## src/rtl/chead_pkg.sv

```systemverilog
package chead_pkg;

   localparam int DEF_CORDIC_STAGES = 16;
   localparam int DEF_SAMPLE_WIDTH  = 16;
   localparam int TABLE_LEN         = 24;

   localparam int MAG_WIDTH  = 16;
   localparam int HEAD_WIDTH = 15;
   localparam int DECL_WIDTH = 15;
   localparam int PRESCALE   = 24;
   // |x| is at most 2^15, times 2^24, grown by the CORDIC gain and sqrt(2)
   localparam int CX_WIDTH   = 44;
   localparam int Z_WIDTH    = 25;
   localparam int A_WIDTH    = 13;
   localparam int H_WIDTH    = 17;
   localparam int ROUND_SHIFT = 10;

   localparam logic signed [DECL_WIDTH-1:0] DECL_RESET = 15'sd367;
   localparam logic signed [Z_WIDTH-1:0]    DEG90_FINE = 25'sd5898240;
   localparam logic signed [Z_WIDTH-1:0]    ROUND_HALF = 25'sd512;
   localparam logic signed [H_WIDTH-1:0]    FULL_TURN  = 17'sd23040;
   localparam logic signed [H_WIDTH-1:0]    HALF_TURN  = 17'sd11520;
   localparam logic [HEAD_WIDTH-1:0]        HEAD_MAX   = 15'd23040;

   typedef struct packed {
      logic signed [CX_WIDTH-1:0] cx;
      logic signed [CX_WIDTH-1:0] cy;
      logic signed [Z_WIDTH-1:0]  z;
      logic                       x_neg;
      logic                       y_neg;
      logic                       zero;
   } cordic_data_type;

   // atan(2^-idx) in 1/65536 degree, rounded
   function automatic logic signed [Z_WIDTH-1:0] atan_fine(input int idx);
      logic signed [Z_WIDTH-1:0] val;
      case (idx)
         0:  val = 25'sd2949120;
         1:  val = 25'sd1740967;
         2:  val = 25'sd919879;
         3:  val = 25'sd466945;
         4:  val = 25'sd234379;
         5:  val = 25'sd117304;
         6:  val = 25'sd58666;
         7:  val = 25'sd29335;
         8:  val = 25'sd14668;
         9:  val = 25'sd7334;
         10: val = 25'sd3667;
         11: val = 25'sd1833;
         12: val = 25'sd917;
         13: val = 25'sd458;
         14: val = 25'sd229;
         15: val = 25'sd115;
         16: val = 25'sd57;
         17: val = 25'sd29;
         18: val = 25'sd14;
         19: val = 25'sd7;
         20: val = 25'sd4;
         21: val = 25'sd2;
         22: val = 25'sd1;
         default: val = 25'sd0;
      endcase
      return val;
   endfunction

endpackage

```

## src/rtl/chead_cell.sv

```systemverilog
module chead_cell import chead_pkg::*; #(
   parameter int STAGE = 0
) (
   input  logic            clock,
   input  logic            reset,
   input  logic            in_valid,
   output logic            in_ready,
   input  cordic_data_type in_data,
   output logic            out_valid,
   output cordic_data_type out_data,
   input  logic            out_ready
);

   localparam logic signed [Z_WIDTH-1:0] ANGLE = atan_fine(STAGE);

   logic                       valid_ff;
   cordic_data_type            data_ff;
   cordic_data_type            data_in;
   logic signed [CX_WIDTH-1:0] sx;
   logic signed [CX_WIDTH-1:0] sy;

   assign in_ready = !valid_ff || out_ready;

   always_comb begin
      data_in = in_data;
      sx = in_data.cx >>> STAGE;
      sy = in_data.cy >>> STAGE;
      // rotate toward the x axis
      if (!in_data.cy[CX_WIDTH-1]) begin
         data_in.cx = in_data.cx + sy;
         data_in.cy = in_data.cy - sx;
         data_in.z  = in_data.z + ANGLE;
      end else begin
         data_in.cx = in_data.cx - sy;
         data_in.cy = in_data.cy + sx;
         data_in.z  = in_data.z - ANGLE;
      end
   end

   always_ff @(posedge clock) begin
      if (reset) begin
         valid_ff <= 1'b0;
      end else if (in_ready) begin
         valid_ff <= in_valid;
      end
   end

   always_ff @(posedge clock) begin
      if (in_ready && in_valid) begin
         data_ff <= data_in;
      end
   end

   assign out_valid = valid_ff;
   assign out_data  = data_ff;

endmodule

```

## config.mk

```make
export PLATFORM = sky130hd
export DESIGN_NAME = chead_cell
export DESIGN_NICKNAME = d
export VERILOG_FILES = /design/src/rtl/chead_pkg.sv /design/src/rtl/chead_cell.sv
export SDC_FILE = /design/constraint.sdc
export NUM_CORES = 1
export LEC_CHECK = 0
export BUFFER_PORTS_ARGS = -buffer_cell sky130_fd_sc_hd__buf_2
export CELL_PAD_IN_SITES_DETAIL_PLACEMENT = 1
export CELL_PAD_IN_SITES_GLOBAL_PLACEMENT = 1
export CORE_MARGIN = 2
export CORE_UTILIZATION = 46
export DETAILED_ROUTE_END_ITERATION = 6
export GPL_TIMING_DRIVEN = 0
export PLACE_DENSITY = 0.89
export REMOVE_ABC_BUFFERS = 1
export SYNTH_ARGS = -nofsm -noshare
export SYNTH_HDL_FRONTEND = slang
export SYNTH_SLANG_ARGS = --single-unit
```

## constraint.sdc

```tcl
create_clock -name clock -period 8.81 [get_ports clock]
set_input_delay 2.2025 -clock clock [delete_from_list [all_inputs] [get_ports clock]]
set_output_delay 2.2025 -clock clock [all_outputs]
set_load 0.05 [all_outputs]
```

==> summary.md, run 1 <==
| Metric | Value |
|---|---|
| Initial antenna violation count | `0` |
| I/O Buffers | `237` |
| Power share of the combinational group | `0.415` |
| Setup WS post-layout | `3.141 ns` |
| DR WL/cell | `23.41 um` |
| Area of the multi-input gates | `7826 um^2` |
| Top-count cell post-synth | `a21oi_1` |
| Root Driver | `clkbuf_16` |
| Fmax | `0.1764 GHz` |
| Area leader, netlist | `edfxtp_1` |
| Post-synth EDFFs | `115` |
| Post-Syn Area | `12150 um^2` |
| Final Wtd Congestion | `0.9848` |
| Std-Cell Rows | `59` |
| Synth area leaders | `edfxtp_1 (28%), ha_1 (16%), a21oi_1 (7.6%)` |
| Switching Fraction | `0.4316` |
| Later-pin clock latency in the skew report | `0.44 ns` |
| Critical Path End Type | `flip-flop` |
| Clock power share | `0.303` |
| Routed vias/inst | `6.228` |
| Post-synth top cells | `a21oi_1 (184), ha_1 (152), inv_1 (138), edfxtp_1 (115), nor2_1 (104)` |
| H-Tree Depth | `4` |
| RSZ-0062 raised after global routing | `false` |
| Final setup violating endpoints | `0` |
| Largest net degree at the start of global routing | `76` |
| Die Y | `166.5 um` |
| Post-route setup TNS | `0 ns` |
| CP Max Fanout | `14` |
| Worst Path Required | `8.98 ns` |
| Initial Util | `0.4675` |
| Syn avg cell area | `8.556 um^2` |
| Die area | `27730 um^2` |
| Power Dens Cells | `181.4 nW/um^2` |
| Slew HR | `0.03975` |
| Minimum clock period | `5.669 ns` |
| # resized after CTS | `0` |
| Synth Flop Type | `edfxtp_1` |
| Seq pwr share | `0.283` |
| Fin cells | `1965` |
| Worst-margin pin slew | `1.420 ns` |
| Critical path arrival | `5.84 ns` |
| Synth warn | `0` |
| Clk sinks | `116` |
| Cells after Synth | `1420` |
| Internal power | `1.460 mW` |
| Final Net Count | `1893` |
| Ant. Diodes | `0` |
| Synth-to-layout area growth | `16.54%` |
| First drt pass iteration count | `6` |
| Netlist cell types | `91` |
| Crit Path Class | `in2reg` |
| # IOs | `238` |
| Worst Skew | `0.01969 ns` |
| Reg clk slew, reported paths | `0.07 ns` |
| Reg area | `3473 um^2` |
| Initial DRC Count | `1164` |
| Post-route antenna net violation count | `0` |
| First-pass GRT wire length | `71510 um` |
| Status | `finished clean` |
| DRC | `0` |
| Cts hold-fix bufs | `0` |
| Bufs on Longest Clock Path | `2` |
| Core ar. | `25980 um^2` |
| Max-cap violations | `0` |
| Placed insts | `1933` |
| Hold Path Class | `reg2reg` |
| Fraction of layout cells with a size suffix above 1 | `0.1939` |
| Chip Width | `166.5 um` |
| Post-DP HPWL | `35580 um` |
| Area share of the largest cell type after synthesis | `0.2842` |
| Fin crit share | `0.6434` |
| Drt total wl | `46000 um` |
| Post-layout util | `0.5449` |
| Switching pwr | `1.108 mW` |
| Max VDD drop | `0.1184 mV` |
| Synthesis-stage register bit count | `116` |
| Endpoints failing hold | `0` |
| CP Launch Type | `primary input` |
| Fillers | `3183` |
| Final number of max-transition violations | `0` |
| Post-CTS Repair Setup Buffers | `0` |
| GRT Total Usage | `0.3239` |
| Static leakage | `6.276 nW` |
| Pre-CTS setup slack | `2.829 ns` |
| Vias post-DR | `12240` |
| Grt ovf | `0` |
| Async S/R FF share, synth | `0` |
| Sequential share of the synthesized area | `0.2859` |
| Vias in the first global route | `12530` |
| CTS buffer count | `17` |
| CTS tree | `done` |
-- power by group through the flow --
stage / combinational, mW / clock (mW) / sequential (mW)
floorplan: 0.481 / 0 / 0.981
global placement: 1.00 / 0 / 0.739
detailed placement: 1.03 / 0 / 0.738
CTS: 1.04 / 0.784 / 0.727
global route: 1.12 / 0.797 / 0.733
finish: 1.06 / 0.777 / 0.726
-- cells in the final DEF (no fill, tap or decap), types with 4 or more instances in the layout --
cell and n:
buf_2 236, ha_1 152, o21ai_1 7, inv_6 4, a221oi_1 7, nor2b_1 17, nor3_1 20, a211oi_1 6
mux2i_1 28, a21oi_2 4, o221ai_1 6, a21oi_1 184, xor2_1 15, xnor2_1 76, a221oi_2 4, clkinv_4 4
o211ai_1 13, a21o_1 28, clkinv_1 4, or3_1 4, o31ai_1 11, nand2b_1 10, nand2_1 83, o21a_1 9
o21bai_1 36, inv_2 7, o21ai_0 99, a31oi_1 16, and3_1 4, nand4_1 24, nor2_1 104, edfxtp_1 115
fa_1 4, a41oi_1 4, nor4_1 20, inv_1 137, nand3_1 23, clkbuf_16 17
-- registers in the layout, summed over array words and instances (netlist names) --
signal and flops:
out_data 115, out_valid 1
-- cell type report --
cell class	instances	area share
Clock buffer	17	0.03005
Clock inverter	15	0.01379
Inverter	148	0.03924
Multi-Input combinational cell	1094	0.5528
Sequential cell	116	0.2453
Tap cell	335	0.02960
Timing Repair Buffer	240	0.08925
-- stage by stage --
step / hold WS (ns) / cell area (um^2) / total power, mW
floorplan: 1.114 / 11850 / 1.461
global placement: 0.4889 / 13460 / 1.742
detailed placement: 0.5921 / 13540 / 1.772
CTS: 0.6015 / 14160 / 2.556
global route: 0.6381 / 14160 / 2.655
finish: 0.5908 / 14160 / 2.568
-- metal layers --
layer,part of all wire,track usage
met1,0.42,0.4285
met2,0.47,0.5340
met3,0.079,0.05632
met4,0.034,0.1154
met5,0,0
-- path summary, 6_finish.rpt --
kind	startpoint	slack, ns	to	cells after the start
max	in_data[54]	3.14	out_data[66]	11
min	out_valid	0.59	out_valid	2
max reg2reg	out_valid	6.98	out_data[38]	3
min reg2reg	out_valid	0.59	out_valid	2
-- critical path, stage by stage --
cell and delay, ns:
buf_2 0.12, inv_1 0.05, ha_1 0.63, nand2_1 0.29, nor2_1 0.23, nor4b_1 1.15
nand4_1 0.17, o211ai_1 0.49, a221oi_1 0.16, mux2i_1 0.24, xnor2_1 0.11
-- cells by family after synthesis --
family / share of synthesized area
AOI/OAI and AO/OA: 0.2573
and+or+nand+nor: 0.1323
buffers and inverters: 0.07013
adders and majority gates: 0.1631
DFF: 0.2859
xor gates and xnor gates: 0.06694
muxes: 0.02430
Note: power is estimated with default switching activity, not from simulation.
==> run 2, diff against run 1 <==
--- a/config.mk
+++ b/config.mk
@@ -5,14 +5,15 @@
 export SDC_FILE = /design/constraint.sdc
 export NUM_CORES = 1
 export LEC_CHECK = 0
+export ABC_AREA = 1
 export BUFFER_PORTS_ARGS = -buffer_cell sky130_fd_sc_hd__buf_2
 export CELL_PAD_IN_SITES_DETAIL_PLACEMENT = 1
 export CELL_PAD_IN_SITES_GLOBAL_PLACEMENT = 1
 export CORE_MARGIN = 2
-export CORE_UTILIZATION = 46
+export CORE_UTILIZATION = 41
 export DETAILED_ROUTE_END_ITERATION = 6
 export GPL_TIMING_DRIVEN = 0
-export PLACE_DENSITY = 0.89
+export PLACE_DENSITY = 0.84
 export REMOVE_ABC_BUFFERS = 1
 export SYNTH_ARGS = -nofsm -noshare
 export SYNTH_HDL_FRONTEND = slang
==> constraint.sdc (replaced) <==
create_clock -name clock -period 5.9 [get_ports clock]
set_input_delay 1.475 -clock clock [delete_from_list [all_inputs] [get_ports clock]]
set_output_delay 1.475 -clock clock [all_outputs]
set_load 0.05 [all_outputs]
==> summary.md, run 2 <==
| Metric | Value |
|---|---|
| Slew HR | `0.3202 (was 0.03975)` |
| Async S/R FF share, synth | `0 (unchanged)` |
| Worst path max stage delay | `0.55 ns (was 1.15 ns)` |
| Final number of max-transition violations | `0 (unchanged)` |
| Synth-to-layout area growth | `13.77% (was 16.54%)` |
| Cell count of the worst hold path | `2 (unchanged)` |
| Post-route antenna net violation count | `0 (unchanged)` |
| Largest net degree at the start of global routing | `61 (was 76)` |
| Post-DP HPWL | `55940 um (was 35580 um)` |
| Core ar. | `36260 um^2 (was 25980 um^2)` |
| Max VDD drop | `0.2238 mV (was 0.1184 mV)` |
| DRC | `0 (unchanged)` |
| Fmax | `0.2545 GHz` |
| CP Launch Type | `primary input (unchanged)` |
| First drt pass iteration count | `4 (was 6)` |
| Clk sinks | `116 (unchanged)` |
| Std-Cell Rows | `70 (was 59)` |
| Top-count cell post-synth | `nand2_1 (was a21oi_1)` |
| H-Tree Depth | `4 (unchanged)` |
| Worst Path Required | `6.12 ns (was 8.98 ns)` |
| Final instance area | `17050 um^2 (was 14160 um^2)` |
| Ant. Diodes | `0 (unchanged)` |
| Later-pin clock latency in the skew report | `0.46 ns (was 0.44 ns)` |
| Setup WS post-layout | `1.970 ns (was 3.141 ns)` |
| Power Dens Cells | `226.0 nW/um^2 (was 181.4 nW/um^2)` |
| Post-synth top cells | `nand2_1 (814), inv_1 (425), nand3_1 (217), nor2_1 (213), ha_1 (152) (was a21oi_1 (184), ha_1 (152), inv_1 (138), edfxtp_1 (115), nor2_1 (104))` |
| CP Max Fanout | `10 (was 14)` |
| GRT Total Usage | `0.3454 (was 0.3239)` |
| Die Y | `195.2 um (was 166.5 um)` |
| Initial antenna violation count | `2 (was 0)` |
| Cts hold-fix bufs | `0 (unchanged)` |
| DR WL/cell | `21.19 um (was 23.41 um)` |
| Critical path arrival | `4.15 ns (was 5.84 ns)` |
| Bufs on Longest Clock Path | `2 (unchanged)` |
| Worst Skew | `0.01025 ns (was 0.01969 ns)` |
| Hold Path Class | `reg2reg (unchanged)` |
| Most frequent cells in the layout | `nand2_1 (814), inv_1 (425), buf_2 (236) (was buf_2 (236), a21oi_1 (184), ha_1 (152))` |
| Synthesis-stage register bit count | `116 (unchanged)` |
| Critical path depth in cells | `12 (was 11)` |
| Final Wtd Congestion | `0.9492 (was 0.9848)` |
| Reg clk slew, reported paths | `0.07 ns (about the same)` |
| Final Net Count | `2904 (was 1893)` |
| R2R depth | `3 (unchanged)` |
| Post-synth EDFFs | `115 (unchanged)` |
| First-pass GRT wire length | `99300 um (was 71510 um)` |
| Post-Syn Area | `14980 um^2 (was 12150 um^2)` |
| Area share of the largest cell type after synthesis | `0.2305 (was 0.2842)` |
| # IOs | `238 (unchanged)` |
| Area leader, netlist | `edfxtp_1 (unchanged)` |
| CP max stage cell | `ha_1 (was nor4b_1)` |
| Drt total wl | `65890 um (was 46000 um)` |
| Status | `finished clean (unchanged)` |
| Critical Path End Type | `flip-flop (unchanged)` |
| Endpoints failing hold | `0 (unchanged)` |
| Synth Flop Type | `edfxtp_1 (unchanged)` |
| Worst-margin pin slew | `1.017 ns (was 1.420 ns)` |
| # resized after CTS | `0 (unchanged)` |
| Grt ovf | `0 (unchanged)` |
| Initial DRC Count | `883 (was 1164)` |
| Fillers | `5020 (was 3183)` |
| Post-layout util | `0.4702 (was 0.5449)` |
| Synth warn | `0 (unchanged)` |
| Placed inst area | `16490 um^2 (was 13540 um^2)` |
| Vias in the first global route | `17540 (was 12530)` |
| Root Driver | `clkbuf_16 (unchanged)` |
| CTS tree | `done (unchanged)` |
| Most used routing layer | `met2 (unchanged)` |
| Synth area leaders | `edfxtp_1 (23%), nand2_1 (20%), ha_1 (13%) (was edfxtp_1 (28%), ha_1 (16%), a21oi_1 (7.6%))` |
| Initial Util | `0.4133 (was 0.4675)` |
| Syn avg cell area | `6.177 um^2 (was 8.556 um^2)` |
| Sequential share of the synthesized area | `0.2318 (was 0.2859)` |
| Pre-CTS setup slack | `1.562 ns (was 2.829 ns)` |
| Final setup violating endpoints | `0 (unchanged)` |
| Commonest non-fill, non-tap cell in the layout | `nand2_1 (was buf_2)` |
| CP Cell Sequence | `buf_2, inv_1, ha_1, inv_1, a21oi_1, o21ai_0, a21oi_1, nand3_2, nand2_1, nand3_1, nand3_1, nand2_1 (was buf_2, inv_1, ha_1, nand2_1, nor2_1, nor4b_1, nand4_1, o211ai_1, a221oi_1, mux2i_1, xnor2_1)` |
| Netlist cell types | `42 (was 91)` |
| Post-CTS Repair Setup Buffers | `0 (unchanged)` |
| Worst path bufs/invs | `3 (was 2)` |
| Met3 usage | `0.04111 (was 0.05632)` |
| Fin crit share | `0.6661` |
| CP delay by family, top | `compound AO/OA/AOI/OAI gates (was simple AND/OR/NAND/NOR gates)` |
| Vias post-DR | `16570 (was 12240)` |
| CTS buffer count | `17 (unchanged)` |
| Max reg flops | `115 (unchanged)` |
| Minimum clock period | `3.930 ns` |
| Fraction of layout cells with a size suffix above 1 | `0.1321 (was 0.1939)` |
| Chip Width | `195.2 um (was 166.5 um)` |
| GR Util met2 | `0.6123 (was 0.5340)` |
| Die area | `38090 um^2 (was 27730 um^2)` |
| Max-cap violations | `0 (unchanged)` |
| Routed vias/inst | `5.330 (was 6.228)` |
| I/O Buffers | `237 (unchanged)` |
| Static leakage | `9.278 nW (was 6.276 nW)` |
| Crit Path Class | `in2reg (unchanged)` |
| Cells after Synth | `2426 (was 1420)` |
| RSZ-0062 raised after global routing | `false (unchanged)` |
| Met1 usage | `0.4268 (was 0.4285)` |
## run 2: cell count changes after synthesis, moves of 19 or more
cell | previous run | this run
nand3_1 | 23 | 217
xnor2_1 | 76 | 5
buf_4 | 6 | 32
inv_1 | 138 | 425
nor4_1 | 20 | 0
o21ai_0 | 99 | 80
mux2i_1 | 28 | 3
nand2_1 | 83 | 814
a21o_1 | 28 | 1
a21oi_1 | 184 | 139
nor2_1 | 104 | 213
nor2_2 | 0 | 31
## run 2: cell families (layout without fill, tap and decap cells)
group                    after synthesis  count (layout)  synth area share
AO/OA/AOI/OAI                        286             286            0.1064
XOR/XNOR                              35              35           0.02046
adder cells (fa/ha/maj)              156             156            0.1323
buffers and inverters                490             705            0.1347
flip-flops                           116             116            0.2318
multiplexers                           3               3          0.002004
AND/OR/NAND/NOR                     1340            1340            0.3724
## run 2: where the power goes
| part | switching, mW | internal, mW |
|---|---|---|
| Sequential | 0.0229 | 1.03 |
| Clock | 0.470 | 0.581 |
| Combinational | 1.31 | 0.444 |
| Total | 1.80 | 2.05 |
## run 2: final timing paths
kind	startpoint	to	slack [ns]
worst min register to register	out_valid	out_valid	0.54
worst max register to register	out_valid	out_data[115]	3.87
worst max-delay path	in_data[51]	out_data[112]	1.97
worst min-delay path	out_valid	out_valid	0.54
## run 2: metrics by stage
step                      total power, mW  hold WS, ns  cells  TNS (ns)
after floorplan                     2.219        1.071   2367   -205.32
after global placement              2.732       0.4714   3072   -473.38
after detailed placement            2.786       0.5375   3077         0
after CTS                           3.851       0.5452   3109         0
after global routing                4.041       0.5808   3109         0
final                               3.852       0.5406   3109         0
## run 2: final cells by class
class	count	area, um^2	share of cell area
clock inverter	15	135.1	0.007927
clock buffer	17	425.4	0.02495
tap	468	585.6	0.03435
inverter	431	1620	0.09505
timing repair buffer	242	1304	0.07648
sequential	116	3473	0.2037
multi-input combinational	1820	9504	0.5575
## run 2: worst reg2reg max path, cell delays in order, from the launching register on
cell	delay [ns]
dfxtp_1	0.34
a21oi_4	0.81
buf_12	0.30
buf_12	0.26
## run 2: layer usage
layer / vias up / part of all wire
met4: 0 / 0.040
met5: - / 0
met2: 458 / 0.48
met3: 111 / 0.042
met1: 8002 / 0.44
li1: 8001 / -
