--- src/rtl/chead_pkg.sv ---
package chead_pkg;

   localparam int DEF_CORDIC_STAGES = 16;
   localparam int DEF_SAMPLE_WIDTH  = 16;
   localparam int TABLE_LEN         = 24;

   localparam int MAG_WIDTH  = 16;
   localparam int HEAD_WIDTH = 15;
   localparam int DECL_WIDTH = 15;
   localparam int PRESCALE   = 24;
   // |x| is at most 2^15, times 2^24, grown by the CORDIC gain and sqrt(2)
   localparam int CX_WIDTH   = 44;
   localparam int Z_WIDTH    = 25;
   localparam int A_WIDTH    = 13;
   localparam int H_WIDTH    = 17;
   localparam int ROUND_SHIFT = 10;

   localparam logic signed [DECL_WIDTH-1:0] DECL_RESET = 15'sd367;
   localparam logic signed [Z_WIDTH-1:0]    DEG90_FINE = 25'sd5898240;
   localparam logic signed [Z_WIDTH-1:0]    ROUND_HALF = 25'sd512;
   localparam logic signed [H_WIDTH-1:0]    FULL_TURN  = 17'sd23040;
   localparam logic signed [H_WIDTH-1:0]    HALF_TURN  = 17'sd11520;
   localparam logic [HEAD_WIDTH-1:0]        HEAD_MAX   = 15'd23040;

   typedef struct packed {
      logic signed [CX_WIDTH-1:0] cx;
      logic signed [CX_WIDTH-1:0] cy;
      logic signed [Z_WIDTH-1:0]  z;
      logic                       x_neg;
      logic                       y_neg;
      logic                       zero;
   } cordic_data_type;

   // atan(2^-idx) in 1/65536 degree, rounded
   function automatic logic signed [Z_WIDTH-1:0] atan_fine(input int idx);
      logic signed [Z_WIDTH-1:0] val;
      case (idx)
         0:  val = 25'sd2949120;
         1:  val = 25'sd1740967;
         2:  val = 25'sd919879;
         3:  val = 25'sd466945;
         4:  val = 25'sd234379;
         5:  val = 25'sd117304;
         6:  val = 25'sd58666;
         7:  val = 25'sd29335;
         8:  val = 25'sd14668;
         9:  val = 25'sd7334;
         10: val = 25'sd3667;
         11: val = 25'sd1833;
         12: val = 25'sd917;
         13: val = 25'sd458;
         14: val = 25'sd229;
         15: val = 25'sd115;
         16: val = 25'sd57;
         17: val = 25'sd29;
         18: val = 25'sd14;
         19: val = 25'sd7;
         20: val = 25'sd4;
         21: val = 25'sd2;
         22: val = 25'sd1;
         default: val = 25'sd0;
      endcase
      return val;
   endfunction

endpackage

--- src/rtl/chead_prep.sv ---
module chead_prep import chead_pkg::*; #(
   parameter int SAMPLE_WIDTH = DEF_SAMPLE_WIDTH
) (
   input  logic                        clock,
   input  logic                        reset,
   input  logic                        in_valid,
   output logic                        in_ready,
   input  logic signed [MAG_WIDTH-1:0] mag_x,
   input  logic signed [MAG_WIDTH-1:0] mag_y,
   output logic                        out_valid,
   output cordic_data_type             out_data,
   input  logic                        out_ready
);

   logic                                 valid_ff;
   cordic_data_type                      data_ff;
   cordic_data_type                      data_in;
   logic signed [SAMPLE_WIDTH-1:0]       xs;
   logic signed [SAMPLE_WIDTH-1:0]       ys;
   logic signed [MAG_WIDTH:0]            xe;
   logic signed [MAG_WIDTH:0]            ye;
   logic signed [MAG_WIDTH:0]            ax;
   logic signed [MAG_WIDTH:0]            ay;

   assign in_ready = !valid_ff || out_ready;

   always_comb begin
      xs = mag_x[SAMPLE_WIDTH-1:0];
      ys = mag_y[SAMPLE_WIDTH-1:0];
      xe = (MAG_WIDTH+1)'(xs);
      ye = (MAG_WIDTH+1)'(ys);
      ax = xe[MAG_WIDTH] ? -xe : xe;
      ay = ye[MAG_WIDTH] ? -ye : ye;
      data_in.cx    = CX_WIDTH'(ax) <<< PRESCALE;
      data_in.cy    = CX_WIDTH'(ay) <<< PRESCALE;
      data_in.z     = '0;
      data_in.x_neg = xs[SAMPLE_WIDTH-1];
      data_in.y_neg = ys[SAMPLE_WIDTH-1];
      data_in.zero  = (xs == '0) && (ys == '0);
   end

   always_ff @(posedge clock) begin
      if (reset) begin
         valid_ff <= 1'b0;
      end else if (in_ready) begin
         valid_ff <= in_valid;
      end
   end

   always_ff @(posedge clock) begin
      if (in_ready && in_valid) begin
         data_ff <= data_in;
      end
   end

   assign out_valid = valid_ff;
   assign out_data  = data_ff;

endmodule

--- config.mk ---
export PLATFORM = sky130hd
export DESIGN_NAME = chead_prep
export DESIGN_NICKNAME = d
export VERILOG_FILES = /design/src/rtl/chead_pkg.sv /design/src/rtl/chead_prep.sv
export SDC_FILE = /design/constraint.sdc
export NUM_CORES = 1
export LEC_CHECK = 0
export BUFFER_PORTS_ARGS = -buffer_cell sky130_fd_sc_hd__clkbuf_2
export CAP_MARGIN = 10
export CORE_MARGIN = 8
export CORE_UTILIZATION = 47
export DETAILED_ROUTE_END_ITERATION = 10
export PLACE_DENSITY_LB_ADDON = 0.12
export SYNTH_ARGS = -nofsm -noshare
export SYNTH_HDL_FRONTEND = slang
export SYNTH_SLANG_ARGS = --single-unit
--- constraint.sdc ---
create_clock -name clock -period 6.5 [get_ports clock]
set_input_delay 1.95 -clock clock [delete_from_list [all_inputs] [get_ports clock]]
set_output_delay 1.95 -clock clock [all_outputs]
set_load 0.02 [all_outputs]
==> impl_metrics.tcl, run 1 <==
set metrics [dict create \
    status "finished, final reports clean" \
    finClkSkew_ns 0.00376 \
    ir_drop_v 0.0000759 \
    cts_setup_buffers 0 \
    setup_tns_ns 0 \
    use_met2_pct 20.7 \
    end_kind "output port" \
    max_cap_violations 0 \
    p_per_area_mw_per_mm2 221 \
    routabilityCongestion 0.740 \
    yosysTopAreaCellShare_pct 44.2 \
    crit_arrival_ns 2.35 \
    avgSynthCellArea_um2 11.4 \
    wl_per_cell_um 14.5 \
    ys_ff_latch 38 \
    first_iter_violations 57 \
    cts_tree "built" \
    antenna_found_initial 0 \
    ant_nets 0 \
    seqCellArea_mm2 0.00113 \
    hold_end "out_valid$_SDFFE_PP0N_" \
    synthDistinctLibCells 32 \
    criticalPathCategory "in -> out" \
    dp_hpwl_um 4220 \
    dieArea_mm2 0.00795 \
    numPortBuffers 80 \
    grt_max_degree 38 \
    multi_input_area_mm2 0.00101 \
    clkTransAtPathRegs_ns 0.08 \
    wl_um 5330 \
    r2r_end "out_data[103]$_DFFE_PP_" \
    min_period_ns 4.30 \
    post-route-util_pct 53.2 \
    area_growth_pct 8.81 \
    die_h_um 89.2 \
    hold_path_depth 2 \
    min_from "out_valid$_SDFFE_PP0N_" \
    grt_pass1_vias 1694 \
    holdBufCountCts 0 \
    num-fill-cells 511 \
    synth_most_common_cell "buf_4" \
    critPathMostFrequentCell "clkbuf_2" \
    avgViaCountPerCell 4.43 \
    top_usage_layer "met2" \
    syn_area_mm2 0.00251 \
    die_x_um 89.2 \
    synth.area.top_cells "edfxtp_1 44%, buf_4 24%, xnor2_1 8.4%, o41ai_2 3.2%, o31ai_1 2.1%" \
    synthTopCellsByCount "79 x buf_4, 37 x edfxtp_1, 24 x xnor2_1" \
    ys.flop_type "edfxtp_1" \
    fmax_mhz 233 \
    slowest_stage "clkbuf_2" \
    cp_cell_sequence "clkbuf_2, nand2b_1, clkbuf_2" \
    cts_buffers 5 \
    num_io_pins 154 \
    reg2reg_slack_ns 4.96 \
    yosys.area.top_type "edfxtp_1" \
    hold_viol 0 \
    met1_usage_pct 14.8 \
    drc_errors 0 \
    finalNetCount 334 \
    tightest_slew_ns 0.880 \
    core_mm2 0.00514 \
    drtPass1Iterations 4 \
    grt_pass1_wl_um 7880 \
    cts_root_buf "clkbuf_8" \
    rsz0062_at_grt "no" \
    setup_viol 0 \
    fp-row-count 26 \
    maxSlewViolCount 0 \
    clock_path_buffers 2 \
    drive_above_1_share_pct 33.7 \
    ctsResizeCount 0 \
    fin_crit_sh_pct 66.1 \
    clock_latency_ns 0.29 \
    rr_worst_depth 2 \
    start_util_pct 48.9 \
    grt_use_total_pct 12.6 \
    max_stage_delay_ns 0.17 \
    h-tree-depth 2 \
    cp.required_ns 4.55 \
    path_max_fanout 3 \
    cts_sinks 38 \
    p_leak_nw 1.22 \
    relSlewSlack_pct 41.3 \
    r2r_start "out_valid$_SDFFE_PP0N_" \
    use_met3_pct 4.04 \
    antennaDiodeCount 0 \
    synthArstFlopShare_pct 0 \
    hold_path.class "reg -> reg" \
    ys_seq_area_share_pct 45.0 \
    via_count 1627 \
    ys_warn_count 0 \
    worst_setup_path_start_kind "input port" \
    overflow 0 \
    synth_edf_count 37 \
    synthCells 220 \
]
-- cells in the final DEF, fill, tap and decap left out, drive strengths merged, types with 3 or more instances in the layout --
cell    count
conb       75
nor3        3
nand2b      5
or3         5
or4         4
edfxtp     37
nand2       3
o41ai      10
o21ai       8
clkbuf     85
o31ai       7
or2         4
xnor2      24
inv         7
-- how the worst max path moves through the flow --
stage          cells past startpoint        to  startpoint  slack, ns
6_report                           3  in_ready   out_ready       2.20
5_1_grt                            3  in_ready   out_ready       2.15
4_1_cts                            3  in_ready   out_ready       2.19
3_5_place_dp                       3  in_ready   out_ready       2.19
3_3_place_gp                       3  in_ready   out_ready       2.19
2_1_floorplan                      1  in_ready   out_ready       2.37
-- per-stage QoR --
step | worst slack, ns | total power, W | std cells | hold slack, ns | area [um^2]
detailed placement | 2.19 | 0.000448 | 359 | 0.518 | 2650
global route | 2.15 | 0.000631 | 367 | 0.593 | 2740
CTS | 2.19 | 0.000609 | 367 | 0.529 | 2740
global placement | 2.19 | 0.000447 | 359 | 0.526 | 2650
floorplan | 2.37 | 0.000441 | 294 | 0.729 | 2790
finish | 2.20 | 0.000604 | 367 | 0.517 | 2740
-- worst max-delay path, delay by kind of cell --
family                 cells  cell delay (ns)
buffers and inverters      2             0.24
and+or+nand+nor            1             0.15
-- kinds of logic (layout without fill, tap and decap cells) --
kind of cell    count (synthesis)  in the layout  synth area share (%)
other cells                     1             75                 0.149
flops                          38             38                  45.0
buf+inv                        92             95                  26.1
compound gates                 28             28                  10.3
simple gates                   34             34                  8.71
fa+ha+maj                       2              2                 0.995
xor+xnor                       25             25                  8.71
-- state kept, by name, summed over array words and instances, names as in the netlist --
register / flops
out_data: 37
out_valid: 1
-- area by class of cell --
class / instances / share of cell area (%)
tap: 70 / 3.20
clock inverter: 3 / 0.594
inverter: 7 / 0.960
clock buffer: 5 / 2.51
multi-input combinational: 164 / 36.8
timing repair buffer: 80 / 14.6
sequential: 38 / 41.3
-- power breakdown --
part	internal (W)	switching, W	total (W)
clock network	0.0000735	0.0000875	0.000161
registers	0.000293	0.00000532	0.000298
logic	0.0000391	0.000106	0.000145
total	0.000405	0.000199	0.000604
-- routing by layer --
| metal | wire, um | share of wire [%] |
|---|---|---|
| met5 | 0 | 0 |
| met4 | 101 | 1.9 |
| met3 | 563 | 11 |
| met2 | 2430 | 46 |
| met1 | 2230 | 42 |
Power figures use the tool's default switching activity.
==> run 2: changes to the inputs <==
Settings changed: CORE_UTILIZATION 47 to 39.
Clock period 6.5 ns to 3.89 ns, I/O delays scaled along.
==> run 2 against run 1 <==
  * Register-to-register slack lost 2.6 ns
  * Flip-flop and latch count stayed put
  * Clock power rose by 110%
  * Hold slack gained 0.027 ns
  * Via count shrank 2.3%
  * Global-route usage is 1.6 points lower
  * First-iteration DRC count is the same
  * Routed wire length up 1.9%
  * Critical path type unchanged
  * Highest routed layer unchanged
==> impl_metrics.tcl, run 2 (synthesized netlist as in run 1, its figures left out) <==
set metrics [dict create \
    rsz0062_at_grt "no" \
    numPortBuffers 80 \
    cp.required_ns 2.72 \
    ctsResizeCount 0 \
    min_from "out_valid$_SDFFE_PP0N_" \
    swShare_pct 30.8 \
    hold_path.class "reg -> reg" \
    largest_reg_flops 37 \
    via_count 1589 \
    setup_viol 0 \
    hold_end "out_valid$_SDFFE_PP0N_" \
    setup_tns_ns 0 \
    grt_max_degree 38 \
    reg2reg_slack_ns 2.33 \
    rr_worst_depth 2 \
    clock_latency_ns 0.29 \
    p_per_area_mw_per_mm2 388 \
    fin_area_mm2 0.00277 \
    hold_path_depth 2 \
    first_iter_violations 57 \
    worst_setup_path_start_kind "input port" \
    ir_drop_v 0.000154 \
    p_leak_nw 1.24 \
    final_cell_mix "80 x clkbuf_2, 75 x conb_1, 37 x edfxtp_1, 24 x xnor2_1, 8 x o21ai_0" \
    finalNetCount 334 \
    start_util_pct 40.1 \
    antennaDiodeCount 0 \
    fin_crit_sh_pct 70.6 \
    r2r_end "out_data[100]$_DFFE_PP_" \
    intPower_w 0.000743 \
    max_cap_violations 0 \
    max_stage_delay_ns 0.17 \
    dieArea_mm2 0.00927 \
    critPathMostFrequentCell "clkbuf_2" \
    drtPass1Iterations 4 \
    crit_buf_inv 2 \
    grt_use_total_pct 11.0 \
    tightest_slew_ns 0.882 \
    dp_hpwl_um 4340 \
    die_h_um 96.3 \
    path_max_fanout 3 \
    hold_viol 0 \
    critPathTopFamily "buffers and inverters" \
    clkTransAtPathRegs_ns 0.07 \
    avgViaCountPerCell 4.25 \
    area_growth_pct 10.1 \
    power_w 0.00107 \
    die_x_um 96.3 \
    clock_path_buffers 2 \
    placed_cell_area_mm2 0.00266 \
    wl_per_cell_um 14.5 \
    cp_cell_sequence "clkbuf_2, nand2b_1, clkbuf_2" \
    maxSlewViolCount 0 \
    core_mm2 0.00628 \
    crit_arrival_ns 1.58 \
    fp-row-count 29 \
    criticalPathCategory "in -> out" \
    multi_input_area_mm2 0.00101 \
    routabilityCongestion 0.763 \
    p_seq_share_pct 46.4 \
    wl_um 5430 \
    top_usage_layer "met2" \
    switchingPower_w 0.000330 \
    grt_pass1_wl_um 7960 \
    seqCellArea_mm2 0.00113 \
    cts_sinks 38 \
    clkPwrFrac_pct 30.9 \
    grt_pass1_vias 1735 \
    cts_tree "built" \
    min_period_ns 2.75 \
    finClkSkew_ns 0.00442 \
    antenna_found_initial 0 \
    cts_setup_buffers 0 \
    holdBufCountCts 0 \
    overflow 0 \
    cts_buffers 5 \
    relSlewSlack_pct 41.2 \
    status "finished, final reports clean" \
    h-tree-depth 2 \
    drive_above_1_share_pct 34.0 \
    use_met3_pct 3.04 \
    met1_usage_pct 13.6 \
    end_kind "output port" \
    ant_nets 0 \
    r2r_start "out_valid$_SDFFE_PP0N_" \
    slowest_stage "clkbuf_2" \
    layout_commonest_cell "clkbuf_2" \
    num-fill-cells 618 \
    drc_errors 0 \
    fmax_mhz 364 \
    pwr-share-comb_pct 22.7 \
    cts_root_buf "clkbuf_8" \
    use_met2_pct 17.8 \
    num_io_pins 154 \
]
==> run 2: metal layers <==
metal  vias up  wire (um)
li1        771          -
met1       713       2360
met2        98       2520
met3         7        470
met4         0         82
met5         -          0
==> run 2: final cells by class <==
cell class                 instances  area share, %
clock buffer                       5           2.49
timing repair buffer              80           14.5
inverter                           7          0.949
tap                               77           3.48
multi-input combinational        164           36.3
sequential                        38           40.8
clock inverter                     3           1.45
==> run 2: how the worst max path moves through the flow <==
stage / end / cells past startpoint / slack (ns) / startpoint
finish: in_ready / 3 / 1.14 / out_ready
global route: in_ready / 3 / 1.09 / out_ready
CTS: in_ready / 3 / 1.13 / out_ready
detailed placement: out_data[108]$_DFFE_PP_ / 6 / 1.09 / mag_x[0]
global placement: out_data[108]$_DFFE_PP_ / 6 / 1.08 / mag_x[0]
floorplan: out_data[0]$_DFFE_PP_ / 2 / 1.12 / out_ready
==> run 2: tightest hold or removal path, cell delays in order (launching register included) <==
cell      delay (ns)
dfxtp_1         0.32
nand2b_1        0.11
a21oi_1         0.08
==> run 2: power groups by stage <==
stage	combinational (W)	sequential (W)	clock [W]
3_3_place_gp	0.000243	0.000507	0
4_1_cts	0.000244	0.000499	0.000342
3_5_place_dp	0.000243	0.000508	0
2_1_floorplan	0.000191	0.000547	0
6_report	0.000243	0.000498	0.000332
5_1_grt	0.000265	0.000501	0.000359
==> run 2: stage by stage <==
step	instances	utilization, %	hold WS [ns]	worst slack (ns)
2_1_floorplan	294	-	0.729	1.12
3_3_place_gp	366	42.4	0.552	1.08
3_5_place_dp	366	42.4	0.551	1.09
4_1_cts	374	44.1	0.565	1.13
5_1_grt	374	44.1	0.625	1.09
6_report	374	44.1	0.544	1.14
==> run 3: changes to the inputs <==
Clock period 3.89 ns to 2.4 ns, I/O delays scaled along.
==> run 3 against run 2 <==
  * Combinational power up 65%
  * Highest routed layer unchanged
  * Cell area down 0.32%
  * First-iteration DRC count up 11%
  * Power up 50%
  * Sequential power up 62%
  * Core utilization down 0.14 points
  * Clock power up 22%
==> impl_metrics.tcl, run 3 (synthesized netlist as in run 1, its figures left out) <==
set metrics [dict create \
    first_iter_violations 63 \
    layout_commonest_cell "clkbuf_2" \
    fmax_mhz 487 \
    setup_viol 0 \
    avgViaCountPerCell 4.19 \
    fp-row-count 29 \
    power_w 0.00161 \
    drtPass1Iterations 4 \
    grt_use_total_pct 11.4 \
    cp-endpoint "out_data[66]$_DFFE_PP_" \
    wl_met1_um 2390 \
    clkTransAtPathRegs_ns 0.07 \
    final_cell_mix "80 x clkbuf_2, 75 x conb_1, 37 x edfxtp_1, 24 x xnor2_1, 8 x o21ai_0" \
    via_count 1567 \
    drive_above_1_share_pct 33.7 \
    finClkSkew_ns 0.00302 \
    die_h_um 96.3 \
    rsz0062_at_grt "no" \
    cts_sinks 38 \
    worstSetupStartpoint "mag_y[0]" \
    routabilityCongestion 0.762 \
    path_max_fanout 6 \
    grt_pass1_wl_um 8200 \
    largest_reg_flops 37 \
    p_per_area_mw_per_mm2 584 \
    start_util_pct 40.1 \
    dr_wl_met3_um 461 \
    wl_per_cell_um 14.9 \
    stdcell_count 374 \
    wl_met2_um 2620 \
    r2r_start "out_valid$_SDFFE_PP0N_" \
    numPortBuffers 80 \
    crit_arrival_ns 2.09 \
    h-tree-depth 2 \
    cts_buffers 5 \
    clock_latency_ns 0.29 \
    num-fill-cells 612 \
    grt_max_degree 38 \
    min_period_ns 2.05 \
    antenna_found_initial 0 \
    rr_worst_depth 3 \
    setup_tns_ns 0 \
    cts_setup_buffers 0 \
    hold_path.class "reg -> reg" \
    area_growth_pct 9.75 \
    cts_tree "built" \
    holdBufCountCts 0 \
    fin_crit_sh_pct 85.6 \
    dp_hpwl_um 4520 \
    drc_errors 0 \
    wl_um 5570 \
    hold_viol 0 \
    ctsResizeCount 0 \
    dpl.cell_count 368 \
    ir_drop_v 0.000212 \
    overflow 0 \
    ant_nets 0 \
    pre_cts_ws_ns 0.0327 \
    status "finished, final reports clean" \
    cp.required_ns 2.44 \
    worst_setup_path_start_kind "input port" \
    top_layer "met4" \
    max_cap_violations 0 \
    reg2reg_slack_ns 1.24 \
    criticalPathCategory "in -> reg" \
    grt_pass1_vias 1727 \
    post-route-util_pct 44.0 \
    num_io_pins 154 \
    clock_path_buffers 2 \
    cts_root_buf "clkbuf_8" \
    setup_ws_ns 0.347 \
    r2r_end "out_data[68]$_SDFFCE_PN0P_" \
    dieArea_mm2 0.00927 \
    core_mm2 0.00628 \
    die_x_um 96.3 \
    antennaDiodeCount 0 \
    maxSlewViolCount 0 \
    finalNetCount 336 \
    end_kind "register" \
    p_leak_nw 1.23 \
    min_from "out_valid$_SDFFE_PP0N_" \
]
-- run 3: changes by cell type in the layout (fill, tap and decap cells not counted), sizes merged --
cell    delta
buf        +2
bufinv     -1
clkinv     -1
-- run 3: layout make-up --
cell class                      instances  area [um^2]  share of cell area (%)
Inverter                                7         26.3                   0.952
Clock buffer                            5         68.8                    2.49
Sequential cell                        38         1130                    41.0
Tap cell                               77         96.3                    3.49
Clock inverter                          1         3.75                   0.136
Multi-Input combinational cell        164         1010                    36.4
Timing Repair Buffer                   82          428                    15.5
-- run 3: worst min path at each step --
stage / depth (start not counted) / endpoint
after floorplan: 2 / out_valid$_SDFFE_PP0N_
after global placement: 2 / out_valid$_SDFFE_PP0N_
after detailed placement: 2 / out_valid$_SDFFE_PP0N_
after CTS: 2 / out_valid$_SDFFE_PP0N_
after global routing: 2 / out_valid$_SDFFE_PP0N_
final: 2 / out_valid$_SDFFE_PP0N_
-- run 3: worst max-delay path, cell delays in order --
cell      delay, ns
clkbuf_2       0.10
inv_1          0.06
ha_1           0.17
or4b_4         0.53
o41ai_2        0.41
xnor2_1        0.10
-- run 3: metrics by stage --
step                      area, um^2  hold WS, ns
final                           2760        0.553
after global routing            2760        0.574
after CTS                       2760        0.572
after detailed placement        2690        0.562
after global placement          2690        0.559
after floorplan                 2790        0.729
-- run 3: per-layer routing --
| metal | vias to the layer above | global-route usage [%] |
|---|---|---|
| li1 | 774 | - |
| met1 | 692 | 14.2 |
| met2 | 94 | 18.5 |
| met3 | 7 | 2.73 |
| met4 | 0 | 4.92 |
| met5 | - | 0 |
-- run 3: power by group --
| group | switching, W | internal (W) | leakage (nW) |
|---|---|---|---|
| combinational | 0.000290 | 0.000111 | 0.829 |
| clock | 0.000214 | 0.000190 | 0.0375 |
| sequential | 0.0000148 | 0.000792 | 0.367 |
