===== config.mk =====
export PLATFORM = sky130hd
export DESIGN_NAME = chead_wrap
export DESIGN_NICKNAME = d
export VERILOG_FILES = /design/src/rtl/chead_pkg.sv /design/src/rtl/chead_wrap.sv
export SDC_FILE = /design/constraint.sdc
export NUM_CORES = 1
export LEC_CHECK = 0
export BUFFER_PORTS_ARGS = -buffer_cell sky130_fd_sc_hd__buf_4
export CORE_UTILIZATION = 53
export DETAILED_ROUTE_END_ITERATION = 10
export PLACE_DENSITY_LB_ADDON = 0.3
export SLEW_MARGIN = 20
export SYNTH_ARGS = -nofsm -noshare
export SYNTH_HDL_FRONTEND = slang
export SYNTH_SLANG_ARGS = --single-unit

===== constraint.sdc =====
create_clock -name clock -period 14.55 [get_ports clock]
set_clock_uncertainty 0.05 [all_clocks]
set_input_delay 0.7275 -clock clock [delete_from_list [all_inputs] [get_ports clock]]
set_output_delay 0.7275 -clock clock [all_outputs]
set_load 0.05 [all_outputs]

===== src/rtl/chead_pkg.sv =====
package chead_pkg;

   localparam int DEF_CORDIC_STAGES = 16;
   localparam int DEF_SAMPLE_WIDTH  = 16;
   localparam int TABLE_LEN         = 24;

   localparam int MAG_WIDTH  = 16;
   localparam int HEAD_WIDTH = 15;
   localparam int DECL_WIDTH = 15;
   localparam int PRESCALE   = 24;
   // |x| is at most 2^15, times 2^24, grown by the CORDIC gain and sqrt(2)
   localparam int CX_WIDTH   = 44;
   localparam int Z_WIDTH    = 25;
   localparam int A_WIDTH    = 13;
   localparam int H_WIDTH    = 17;
   localparam int ROUND_SHIFT = 10;

   localparam logic signed [DECL_WIDTH-1:0] DECL_RESET = 15'sd367;
   localparam logic signed [Z_WIDTH-1:0]    DEG90_FINE = 25'sd5898240;
   localparam logic signed [Z_WIDTH-1:0]    ROUND_HALF = 25'sd512;
   localparam logic signed [H_WIDTH-1:0]    FULL_TURN  = 17'sd23040;
   localparam logic signed [H_WIDTH-1:0]    HALF_TURN  = 17'sd11520;
   localparam logic [HEAD_WIDTH-1:0]        HEAD_MAX   = 15'd23040;

   typedef struct packed {
      logic signed [CX_WIDTH-1:0] cx;
      logic signed [CX_WIDTH-1:0] cy;
      logic signed [Z_WIDTH-1:0]  z;
      logic                       x_neg;
      logic                       y_neg;
      logic                       zero;
   } cordic_data_type;

   // atan(2^-idx) in 1/65536 degree, rounded
   function automatic logic signed [Z_WIDTH-1:0] atan_fine(input int idx);
      logic signed [Z_WIDTH-1:0] val;
      case (idx)
         0:  val = 25'sd2949120;
         1:  val = 25'sd1740967;
         2:  val = 25'sd919879;
         3:  val = 25'sd466945;
         4:  val = 25'sd234379;
         5:  val = 25'sd117304;
         6:  val = 25'sd58666;
         7:  val = 25'sd29335;
         8:  val = 25'sd14668;
         9:  val = 25'sd7334;
         10: val = 25'sd3667;
         11: val = 25'sd1833;
         12: val = 25'sd917;
         13: val = 25'sd458;
         14: val = 25'sd229;
         15: val = 25'sd115;
         16: val = 25'sd57;
         17: val = 25'sd29;
         18: val = 25'sd14;
         19: val = 25'sd7;
         20: val = 25'sd4;
         21: val = 25'sd2;
         22: val = 25'sd1;
         default: val = 25'sd0;
      endcase
      return val;
   endfunction

endpackage


===== src/rtl/chead_wrap.sv =====
module chead_wrap import chead_pkg::*; (
   input  logic                         clock,
   input  logic                         reset,
   input  logic                         in_valid,
   output logic                         in_ready,
   input  cordic_data_type              in_data,
   input  logic signed [DECL_WIDTH-1:0] decl,
   output logic                         out_valid,
   output logic [HEAD_WIDTH-1:0]        out_heading,
   input  logic                         out_ready
);

   logic                        hv_ff;
   logic signed [H_WIDTH-1:0]   h_ff;
   logic signed [H_WIDTH-1:0]   h_in;
   logic                        ov_ff;
   logic [HEAD_WIDTH-1:0]       head_ff;
   logic [HEAD_WIDTH-1:0]       head_in;
   logic                        h_ready;
   logic signed [Z_WIDTH-1:0]   zc;
   logic signed [Z_WIDTH-1:0]   zr;
   logic [A_WIDTH-1:0]          ang;
   logic signed [H_WIDTH-1:0]   ah;
   logic signed [H_WIDTH-1:0]   hq;
   logic signed [H_WIDTH-1:0]   w1;
   logic signed [H_WIDTH-1:0]   w2;

   assign h_ready  = !ov_ff || out_ready;
   assign in_ready = !hv_ff || h_ready;

   // clamp to 0..90 degrees, round to 1/64 degree, restore the quadrant
   always_comb begin
      zc = in_data.z;
      if (in_data.z[Z_WIDTH-1]) begin
         zc = '0;
      end else if (in_data.z > DEG90_FINE) begin
         zc = DEG90_FINE;
      end
      zr  = zc + ROUND_HALF;
      ang = in_data.zero ? '0 : zr[ROUND_SHIFT +: A_WIDTH];
      ah  = signed'({{(H_WIDTH-A_WIDTH){1'b0}}, ang});
      if (!in_data.x_neg) begin
         hq = in_data.y_neg ? -ah : ah;
      end else begin
         hq = in_data.y_neg ? (ah - HALF_TURN) : (HALF_TURN - ah);
      end
      h_in = hq - H_WIDTH'(decl);
   end

   // a far negative value needs the full turn added twice
   always_comb begin
      if (h_ff[H_WIDTH-1]) begin
         w1 = h_ff + FULL_TURN;
      end else if (h_ff > FULL_TURN) begin
         w1 = h_ff - FULL_TURN;
      end else begin
         w1 = h_ff;
      end
      w2 = w1[H_WIDTH-1] ? (w1 + FULL_TURN) : w1;
      head_in = w2[HEAD_WIDTH-1:0];
   end

   always_ff @(posedge clock) begin
      if (reset) begin
         hv_ff <= 1'b0;
         ov_ff <= 1'b0;
      end else begin
         if (in_ready) begin
            hv_ff <= in_valid;
         end
         if (h_ready) begin
            ov_ff <= hv_ff;
         end
      end
   end

   always_ff @(posedge clock) begin
      if (in_ready && in_valid) begin
         h_ff <= h_in;
      end
      if (h_ready && hv_ff) begin
         head_ff <= head_in;
      end
   end

   assign out_valid   = ov_ff;
   assign out_heading = head_ff;

   assert property (@(posedge clock) disable iff (reset)
      out_valid |-> out_heading <= HEAD_MAX)
      else $error("heading above full turn");

endmodule

==> results.sh, run 1 <==
export IMPL_design_die_area_um2=6915
export IMPL_antenna_found_initial=0
export IMPL_grt_max_degree=18
export IMPL_ys_seq_area_share_pct=28.67
export IMPL_ys_async_sr_fraction_pct=0
export IMPL_rsz0062_at_grt="false"
export IMPL_fin_crit_ns=5.802
export IMPL_rows=29
export IMPL_avgViaCountPerCell=5.738
export IMPL_path_max_fanout=13
export IMPL_num_antenna_cells=0
export IMPL_vias=3024
export IMPL_crit_required_ns=14.53
export IMPL_drtAntennaViolNets=0
export IMPL_synthFlopType="edfxtp_1"
export IMPL_multi_input_area_um2=2271
export IMPL_grt_pass1_wl_um=11850
export IMPL_io_pins=152
export IMPL_clock_latency_ns=0.28
export IMPL_critPathLaunchType="primary input"
export IMPL_busiest_layer="met2"
export IMPL_peakVddDrop_mv=0.09049
export IMPL_netlist_area_um2=3491
export IMPL_place_inst=519
export IMPL_cp_cell_sequence="buf_4, nor4_4, nand4_2, o22ai_2, and2_1, ha_1, xnor2_1, a31oi_1, a21oi_1, a41oi_1, nor2_2, mux2i_1, xnor2_1, ha_1, a21o_1, o41ai_1, o21ai_1, o41ai_1, o21ai_1, xnor2_1"
export IMPL_cp_slowest_stage_delay_ns=0.47
export IMPL_cts_clk_slew_worst_paths_ns=0.07
export IMPL_path_class="in -> reg"
export IMPL_nets=609
export IMPL_port_buffers=63
export IMPL_drt_total_wl_um=6990
export IMPL_first_pass_iters=4
export IMPL_reg2regPathDepth=10
export IMPL_fp_coreArea_um2=6350
export IMPL_finalCritPeriodShare_pct=39.88
export IMPL_status="completed"
export IMPL_syn_inst=394
export IMPL_powerDensity_nw_per_um2=94.99
export IMPL_worst_hold_slack_ns=0.4012
export IMPL_crit_path_frequent_cell="xnor2_1"
export IMPL_setup_tns_ns=0
export IMPL_ys_ff_latch=34
export IMPL_clk_path_buf_depth=2
export IMPL_fp_dieW_um=83.16
export IMPL_whs_path_depth=0
export IMPL_synth_edf_count=32
export IMPL_cts_setup_buffers=0
export IMPL_yosys_area_top_type="edfxtp_1"
export IMPL_grt_util_met2_pct=39.05
export IMPL_numCtsBuffers=5
export IMPL_cts_tree="done"
export IMPL_stdcell_count=527
export IMPL_synthesis_nets=554
export IMPL_hp_class="reg -> reg"
export IMPL_critPathSlowestCell="ha_1"
export IMPL_grt_ovfl_total=0
export IMPL_yosys_warnings=0
export IMPL_max_freq_mhz=172.3
export IMPL_max_slew_margin_pct=51.73
export IMPL_grt_use_total_pct=20.30
export IMPL_clockRootBuffer="clkbuf_8"
export IMPL_gr_usage_met3_pct=2.684
export IMPL_fill_cells=530
export IMPL_drc=0
export IMPL_met1_usage_pct=22.53
export IMPL_hold_violations=0
export IMPL_slew_viol_final=0
export IMPL_gp_congestion=0.8506
export IMPL_cp_num_buf_inv=1
export IMPL_clock_sinks=34
export IMPL_ys_types=75
export IMPL_drt_initial_drc_count=135
export IMPL_hpwl_um=5706
export IMPL_die_h_um=83.16
export IMPL_syn2layout_area_growth_pct=16.24
export IMPL_start_util_pct=54.98
export IMPL_cp_end_kind="flop"
export IMPL_synth_top_area_share_pct=27.53
export IMPL_setup_violations=0
export IMPL_synth_avg_cell_area_um2=8.860
export IMPL_p_leak_nw=1.640
export IMPL_hold_buffers=0
export IMPL_path_delay_family="compound AO/OA/AOI/OAI gates"
export IMPL_arrival_ns=5.79
export IMPL_crit_cells=20
export IMPL_cts_resized=0
export IMPL_drive_above_1_share_pct=22.67
export IMPL_htreeDepth=2
export IMPL_max_cap_violations=0
export IMPL_worst_slew_pin_slew_ns=0.7241
export IMPL_grt_pass1_vias=2852
export IMPL_register_area_um2=1001
export IMPL_wl_per_cell_um=13.26
export IMPL_synth_area_top_cells="edfxtp_1 28%, xnor2_1 11%, ha_1 8.6%"
## logic make-up (layout without fill, tap and decap cells)
family,after synthesis,count (layout),synth area share [%]
AO/OA/AOI/OAI,105,105,21.11
XOR/XNOR,48,48,12.04
adder cells (fa/ha/maj),25,25,9.176
buffers and inverters,47,103,6.344
flip-flops,34,34,28.67
multiplexers,2,2,0.6093
AND/OR/NAND/NOR,133,133,22.04
## report_power, final
part           total (mW)  internal, mW  switching [mW]
registers           0.144         0.132          0.0120
clock network      0.0697        0.0381          0.0316
logic               0.172        0.0750          0.0971
## routing by layer
metal / share of wire [%] / vias to the layer above
li1: - / 1549
met1: 43 / 1388
met2: 52 / 83
met3: 4.1 / 4
met4: 1.0 / 0
met5: 0 / -
## cell usage in the layout (no fill, tap or decap), types with 4 or more instances in the layout
cell type  Yosys  routed
nand2b_1       4       4
o21ai_0       24      24
a21oi_1       20      20
clkbuf_8       0       6
and2_1         4       4
nand2_1       22      22
ha_1          24      24
nand3_1       11      11
and3_1         9       9
nor2b_1        6       5
xnor2_1       42      42
edfxtp_1      32      32
xor2_1         6       6
o21a_1         4       4
nor4_1         4       4
buf_4          6      63
o41ai_1        5       5
o31ai_1        5       5
a31oi_1        5       5
nor3_1        11      11
nor2_1        34      34
inv_1         31      31
## per-stage QoR
| step | cell area (µm²) | utilization (%) | total power [mW] | setup slack [ns] |
|---|---|---|---|---|
| floorplan | 3491 | - | 0.2780 | 9.401 |
| global placement | 3964 | 62.42 | 0.3115 | 8.528 |
| detailed placement | 3966 | 62.46 | 0.3169 | 8.474 |
| CTS | 4058 | 63.90 | 0.3870 | 8.743 |
| global route | 4058 | 63.90 | 0.4104 | 8.320 |
| finish | 4058 | 63.90 | 0.3854 | 8.748 |
## cell usage after synthesis (all sizes together), types with 2 or more instances
master	instances
a211o	2
a211oi	4
a21boi	2
a21o	3
a21oi	21
a311oi	3
a31oi	6
a41oi	2
and2	4
and3	9
and4bb	2
buf	11
clkbuf	4
dfxtp	2
edfxtp	32
ha	24
inv	31
nand2	23
nand2b	4
nand3	13
nand3b	2
nand4	4
nor2	35
nor2b	6
nor3	14
nor3b	2
nor4	8
o2111ai	2
o211ai	3
o21a	5
o21ai	29
o22ai	4
o31ai	5
o41ai	5
or2	4
xnor2	42
xor2	6
## registers in the layout, indices dropped and copies added (netlist names)
register and count:
hv_ff 1, out_valid 1, h_ff 17, out_heading 15
## final cells by class
type / instances / area share [%]
Clock buffer: 7 / 2.128
Clock inverter: 1 / 0.1233
Inverter: 32 / 3.084
Multi-Input combinational cell: 313 / 55.97
Sequential cell: 34 / 24.67
Tap cell: 77 / 2.374
Timing Repair Buffer: 63 / 11.66
## final timing paths
path / startpoint / endpoint / slack (ns)
max: in_data[26] / h_ff[16] / 8.75
min: h_ff[4] / out_heading[4] / 0.40
max reg2reg: h_ff[9] / out_heading[14] / 11.53
min reg2reg: h_ff[4] / out_heading[4] / 0.40
Note: power is estimated with default switching activity, not from simulation.
==> run 2: changes to the inputs <==
- CORE_UTILIZATION: 53 -> 49
- clock period: 14.55 -> 5.7 ns (I/O delays scaled with it)
==> results.sh, run 2 (same netlist as run 1, synthesis figures left out) <==
export IMPL_status="completed"
export IMPL_grt_max_degree=18
export IMPL_fp_dieW_um=86.41
export IMPL_worstSetupStartpoint="in_data[8]"
export IMPL_grt_pass1_vias=2932
export IMPL_dp_slack_ns=0.3978
export IMPL_fin_ws_ns=0.6881
export IMPL_fp_coreArea_um2=6832
export IMPL_reg2regPathDepth=12
export IMPL_drive_above_1_share_pct=23.23
export IMPL_nets=611
export IMPL_cts_setup_buffers=0
export IMPL_hpwl_um=5909
export IMPL_syn2layout_area_growth_pct=18.67
export IMPL_gp_congestion=0.8869
export IMPL_finalCritPeriodShare_pct=87.93
export IMPL_num_antenna_cells=0
export IMPL_antenna_found_initial=0
export IMPL_port_buffers=63
export IMPL_largest_reg_flops=17
export IMPL_start_util_pct=51.10
export IMPL_design_die_area_um2=7466
export IMPL_powerDensity_nw_per_um2=260.7
export IMPL_hold_buffers=0
export IMPL_htreeDepth=2
export IMPL_fill_cells=617
export IMPL_top_regs="h_ff: 17 flops, out_heading: 15 flops"
export IMPL_r2r_start="h_ff[9]"
export IMPL_worst_slew_pin_slew_ns=0.7060
export IMPL_numCtsBuffers=5
export IMPL_hold_path_startpoint="reset"
export IMPL_clock_sinks=34
export IMPL_fin_crit_ns=5.012
export IMPL_grt_ovfl_total=0
export IMPL_slew_viol_final=0
export IMPL_wl_per_cell_um=13.21
export IMPL_final_common_cell="buf_4"
export IMPL_clock_latency_ns=0.30
export IMPL_hold_violations=0
export IMPL_drt_initial_drc_count=113
export IMPL_path_max_fanout=8
export IMPL_max_cap_violations=0
export IMPL_grt_pass1_wl_um=12540
export IMPL_first_pass_iters=4
export IMPL_grt_use_total_pct=20.84
export IMPL_multi_input_area_um2=2271
export IMPL_io_pins=152
export IMPL_totalPowerFinal_mw=1.080
export IMPL_critPathLaunchType="primary input"
export IMPL_clk_path_buf_depth=2
export IMPL_setup_violations=0
export IMPL_rsz0062_at_grt="false"
export IMPL_layout_common_cells="65 x buf_4, 42 x xnor2_1, 34 x nor2_1"
export IMPL_drc=0
export IMPL_max_slew_margin_pct=52.72
export IMPL_avgViaCountPerCell=5.516
export IMPL_regMostFlops="h_ff"
export IMPL_cts_clk_slew_worst_paths_ns=0.07
export IMPL_setup_tns_ns=0
export IMPL_rows=30
export IMPL_arrival_ns=5.00
export IMPL_hp_class="in -> reg"
export IMPL_crit_required_ns=5.69
export IMPL_clockRootBuffer="clkbuf_8"
export IMPL_register_area_um2=1001
export IMPL_path_class="in -> reg"
export IMPL_p_leak_nw=1.671
export IMPL_cts_resized=0
export IMPL_vias=3023
export IMPL_drtAntennaViolNets=0
export IMPL_die_h_um=86.41
export IMPL_whs_path_depth=2
export IMPL_max_freq_mhz=199.5
export IMPL_drt_total_wl_um=7238
export IMPL_stdcell_count=548
export IMPL_peakVddDrop_mv=0.1015
export IMPL_cp_end_kind="flop"
export IMPL_cts_tree="done"
export IMPL_place_inst=540
run 2: cell count changes in the layout (fill, tap and decap cells not counted), sizes merged:
cell	previous run	this run
buf	63	65
bufinv	0	2
clkbuf	7	5
run 2: cell type report:
class / count / share of cell area, %
clock buffer: 5 / 1.661
clock inverter: 3 / 1.661
inverter: 32 / 3.020
multi-input combinational: 313 / 54.82
sequential: 34 / 24.16
tap: 96 / 2.899
timing repair buffer: 65 / 11.78
run 2: critical path, cell delays in order:
cell and delay (ns):
buf_4 0.11, nor4_2 0.30, nand4_2 0.20, o22ai_2 0.23, and2_1 0.15, ha_1 0.35, nand4_2 0.20, nor3_1 0.24
xnor2_1 0.09, a21oi_1 0.29, inv_1 0.22, ha_1 0.27, nor2b_1 0.16, a21oi_1 0.18, nand2_1 0.08, xnor2_1 0.14
ha_1 0.35, and3_1 0.18, a21oi_1 0.10, o21ai_1 0.09, o41ai_1 0.45, o21ai_1 0.17, xnor2_1 0.16
run 2: path summary, 6_finish.rpt:
path                endpoint  slack, ns
max                 h_ff[16]       0.69
min                out_valid       0.09
max reg2reg  out_heading[13]       2.73
min reg2reg   out_heading[6]       0.40
run 2: where the power goes:
| part | total [mW] | switching, mW | internal (mW) |
|---|---|---|---|
| clock network | 0.267 | 0.0921 | 0.175 |
| logic | 0.445 | 0.252 | 0.193 |
| registers | 0.368 | 0.0321 | 0.336 |
| total | 1.08 | 0.376 | 0.704 |
run 2: through the flow:
stage               hold slack, ns  area (µm²)  util (%)
floorplan                   0.3074        3491         -
global placement            0.3856        4003     58.59
detailed placement          0.3892        4005     58.63
CTS                        0.08989        4143     60.64
global route               0.08534        4143     60.64
finish                     0.09330        4143     60.64
run 2: routing by layer:
metal / global-route usage (%) / wire, µm / vias to the layer above
met4: 8.939 / 158 / 0
li1: - / - / 1552
met2: 40.76 / 3821 / 79
met1: 22.34 / 2980 / 1377
met3: 2.476 / 277 / 15
met5: 0 / 0 / -
==> run 3: changes to the inputs <==
- RECOVER_POWER: default -> 100
- REMOVE_ABC_BUFFERS: default -> 1
==> results.sh, run 3 (same netlist as run 1, synthesis figures left out) <==
export IMPL_final_common_cell="buf_4"
export IMPL_first_pass_iters=5
export IMPL_grt_pass1_vias=2723
export IMPL_clock_latency_ns=0.28
export IMPL_rsz0062_at_grt="false"
export IMPL_port_buffers=63
export IMPL_place_inst=540
export IMPL_status="completed"
export IMPL_fp_dieW_um=86.41
export IMPL_clockRootBuffer="clkbuf_8"
export IMPL_path_class="in -> reg"
export IMPL_gp_congestion=0.8635
export IMPL_cts_setup_buffers=0
export IMPL_drt_total_wl_um=6964
export IMPL_syn2layout_area_growth_pct=15.20
export IMPL_rows=30
export IMPL_grt_max_degree=18
export IMPL_worst_slew_pin_slew_ns=1.203
export IMPL_finalCritPeriodShare_pct=90.39
export IMPL_path_max_fanout=10
export IMPL_fin_crit_ns=5.152
export IMPL_powerDensity_nw_per_um2=241.8
export IMPL_wl_per_cell_um=12.71
export IMPL_multi_input_area_um2=2256
export IMPL_arrival_ns=5.13
export IMPL_wl_met3_um=328
export IMPL_fp_coreArea_um2=6832
export IMPL_die_h_um=86.41
export IMPL_top_layer="met4"
export IMPL_top_regs="h_ff: 17 flops, out_heading: 15 flops"
export IMPL_totalPowerFinal_mw=0.9725
export IMPL_nets=611
export IMPL_grt_use_total_pct=19.19
export IMPL_clk_path_buf_depth=2
export IMPL_cp_end_kind="flop"
export IMPL_stdcell_count=548
export IMPL_grt_pass1_wl_um=11580
export IMPL_hold_violations=0
export IMPL_max_slew_margin_pct=19.63
export IMPL_num_antenna_cells=0
export IMPL_regMostFlops="h_ff"
export IMPL_slew_viol_final=0
export IMPL_hpwl_um=5640
export IMPL_peakVddDrop_mv=0.1043
export IMPL_design_die_area_um2=7466
export IMPL_cts_resized=0
export IMPL_register_area_um2=1001
export IMPL_max_cap_violations=0
export IMPL_largest_reg_flops=17
export IMPL_vias=3016
export IMPL_numCtsBuffers=5
export IMPL_route_met2_wl_um=3563
export IMPL_fill_cells=642
export IMPL_hold_buffers=0
export IMPL_avgViaCountPerCell=5.504
export IMPL_start_util_pct=51.10
export IMPL_drt_initial_drc_count=96
export IMPL_p_leak_nw=1.576
export IMPL_crit_required_ns=5.68
export IMPL_clock_sinks=34
export IMPL_max_freq_mhz=194.1
export IMPL_setup_tns_ns=0
export IMPL_grt_ovfl_total=0
export IMPL_cts_clk_slew_worst_paths_ns=0.07
export IMPL_io_pins=152
export IMPL_layout_common_cells="48 x buf_4, 42 x xnor2_1, 34 x nor2_1"
export IMPL_drive_above_1_share_pct=18.81
export IMPL_cts_tree="done"
export IMPL_m1WireLength_um=3026
export IMPL_drtAntennaViolNets=0
export IMPL_antenna_found_initial=0
export IMPL_final_util_pct=58.86
export IMPL_setup_violations=0
export IMPL_critPathLaunchType="primary input"
export IMPL_drc=0
export IMPL_htreeDepth=2
export IMPL_hp_class="in -> reg"
run 3: critical path, cell delays in order:
cell	delay (ns)
buf_4	0.14
nor4_4	0.25
nand4_1	0.21
o22ai_1	0.29
and2_0	0.17
ha_1	0.24
buf_4	0.21
xnor2_1	0.13
nand4_1	0.11
a21oi_1	0.26
a41oi_1	0.17
nor2_2	0.31
mux2i_1	0.28
xnor2_1	0.16
ha_1	0.31
a21o_1	0.21
o41ai_1	0.44
o21ai_1	0.17
o41ai_1	0.48
o21ai_1	0.16
xnor2_1	0.15
run 3: routing by layer:
metal / up-vias / GRT usage (%)
li1: 1559 / -
met1: 1366 / 21.27
met2: 85 / 37.09
met3: 6 / 3.143
met4: 0 / 6.061
met5: - / 0
run 3: final cells by class:
| cell class | instances | share of cell area (%) |
|---|---|---|
| timing repair buffer | 65 | 10.55 |
| sequential | 34 | 24.89 |
| inverter | 32 | 3.111 |
| tap | 96 | 2.987 |
| multi-input combinational | 313 | 56.10 |
| clock buffer | 6 | 2.054 |
| clock inverter | 2 | 0.3111 |
run 3: final timing paths:
check,end,cells past startpoint,slack (ns),from
worst min register to register,out_heading[1],0,0.39,h_ff[1]
worst max register to register,out_heading[14],10,2.51,h_ff[9]
worst max-delay path,h_ff[16],21,0.55,in_data[26]
worst min-delay path,out_valid,2,0.11,reset
run 3: power breakdown:
| group | internal (mW) | leakage, nW | switching (mW) |
|---|---|---|---|
| clock | 0.0968 | 0.0472 | 0.0792 |
| combinational | 0.178 | 1.21 | 0.250 |
| sequential | 0.336 | 0.323 | 0.0324 |
run 3: stage by stage:
stage	hold WS, ns	setup slack (ns)	area (µm²)
6_report	0.1100	0.5475	4021
4_1_cts	0.1027	0.7267	4100
3_3_place_gp	0.3877	0.5053	4003
5_1_grt	0.09719	0.1726	4021
3_5_place_dp	0.3871	0.4413	4005
2_1_floorplan	0.3074	0.9118	3395
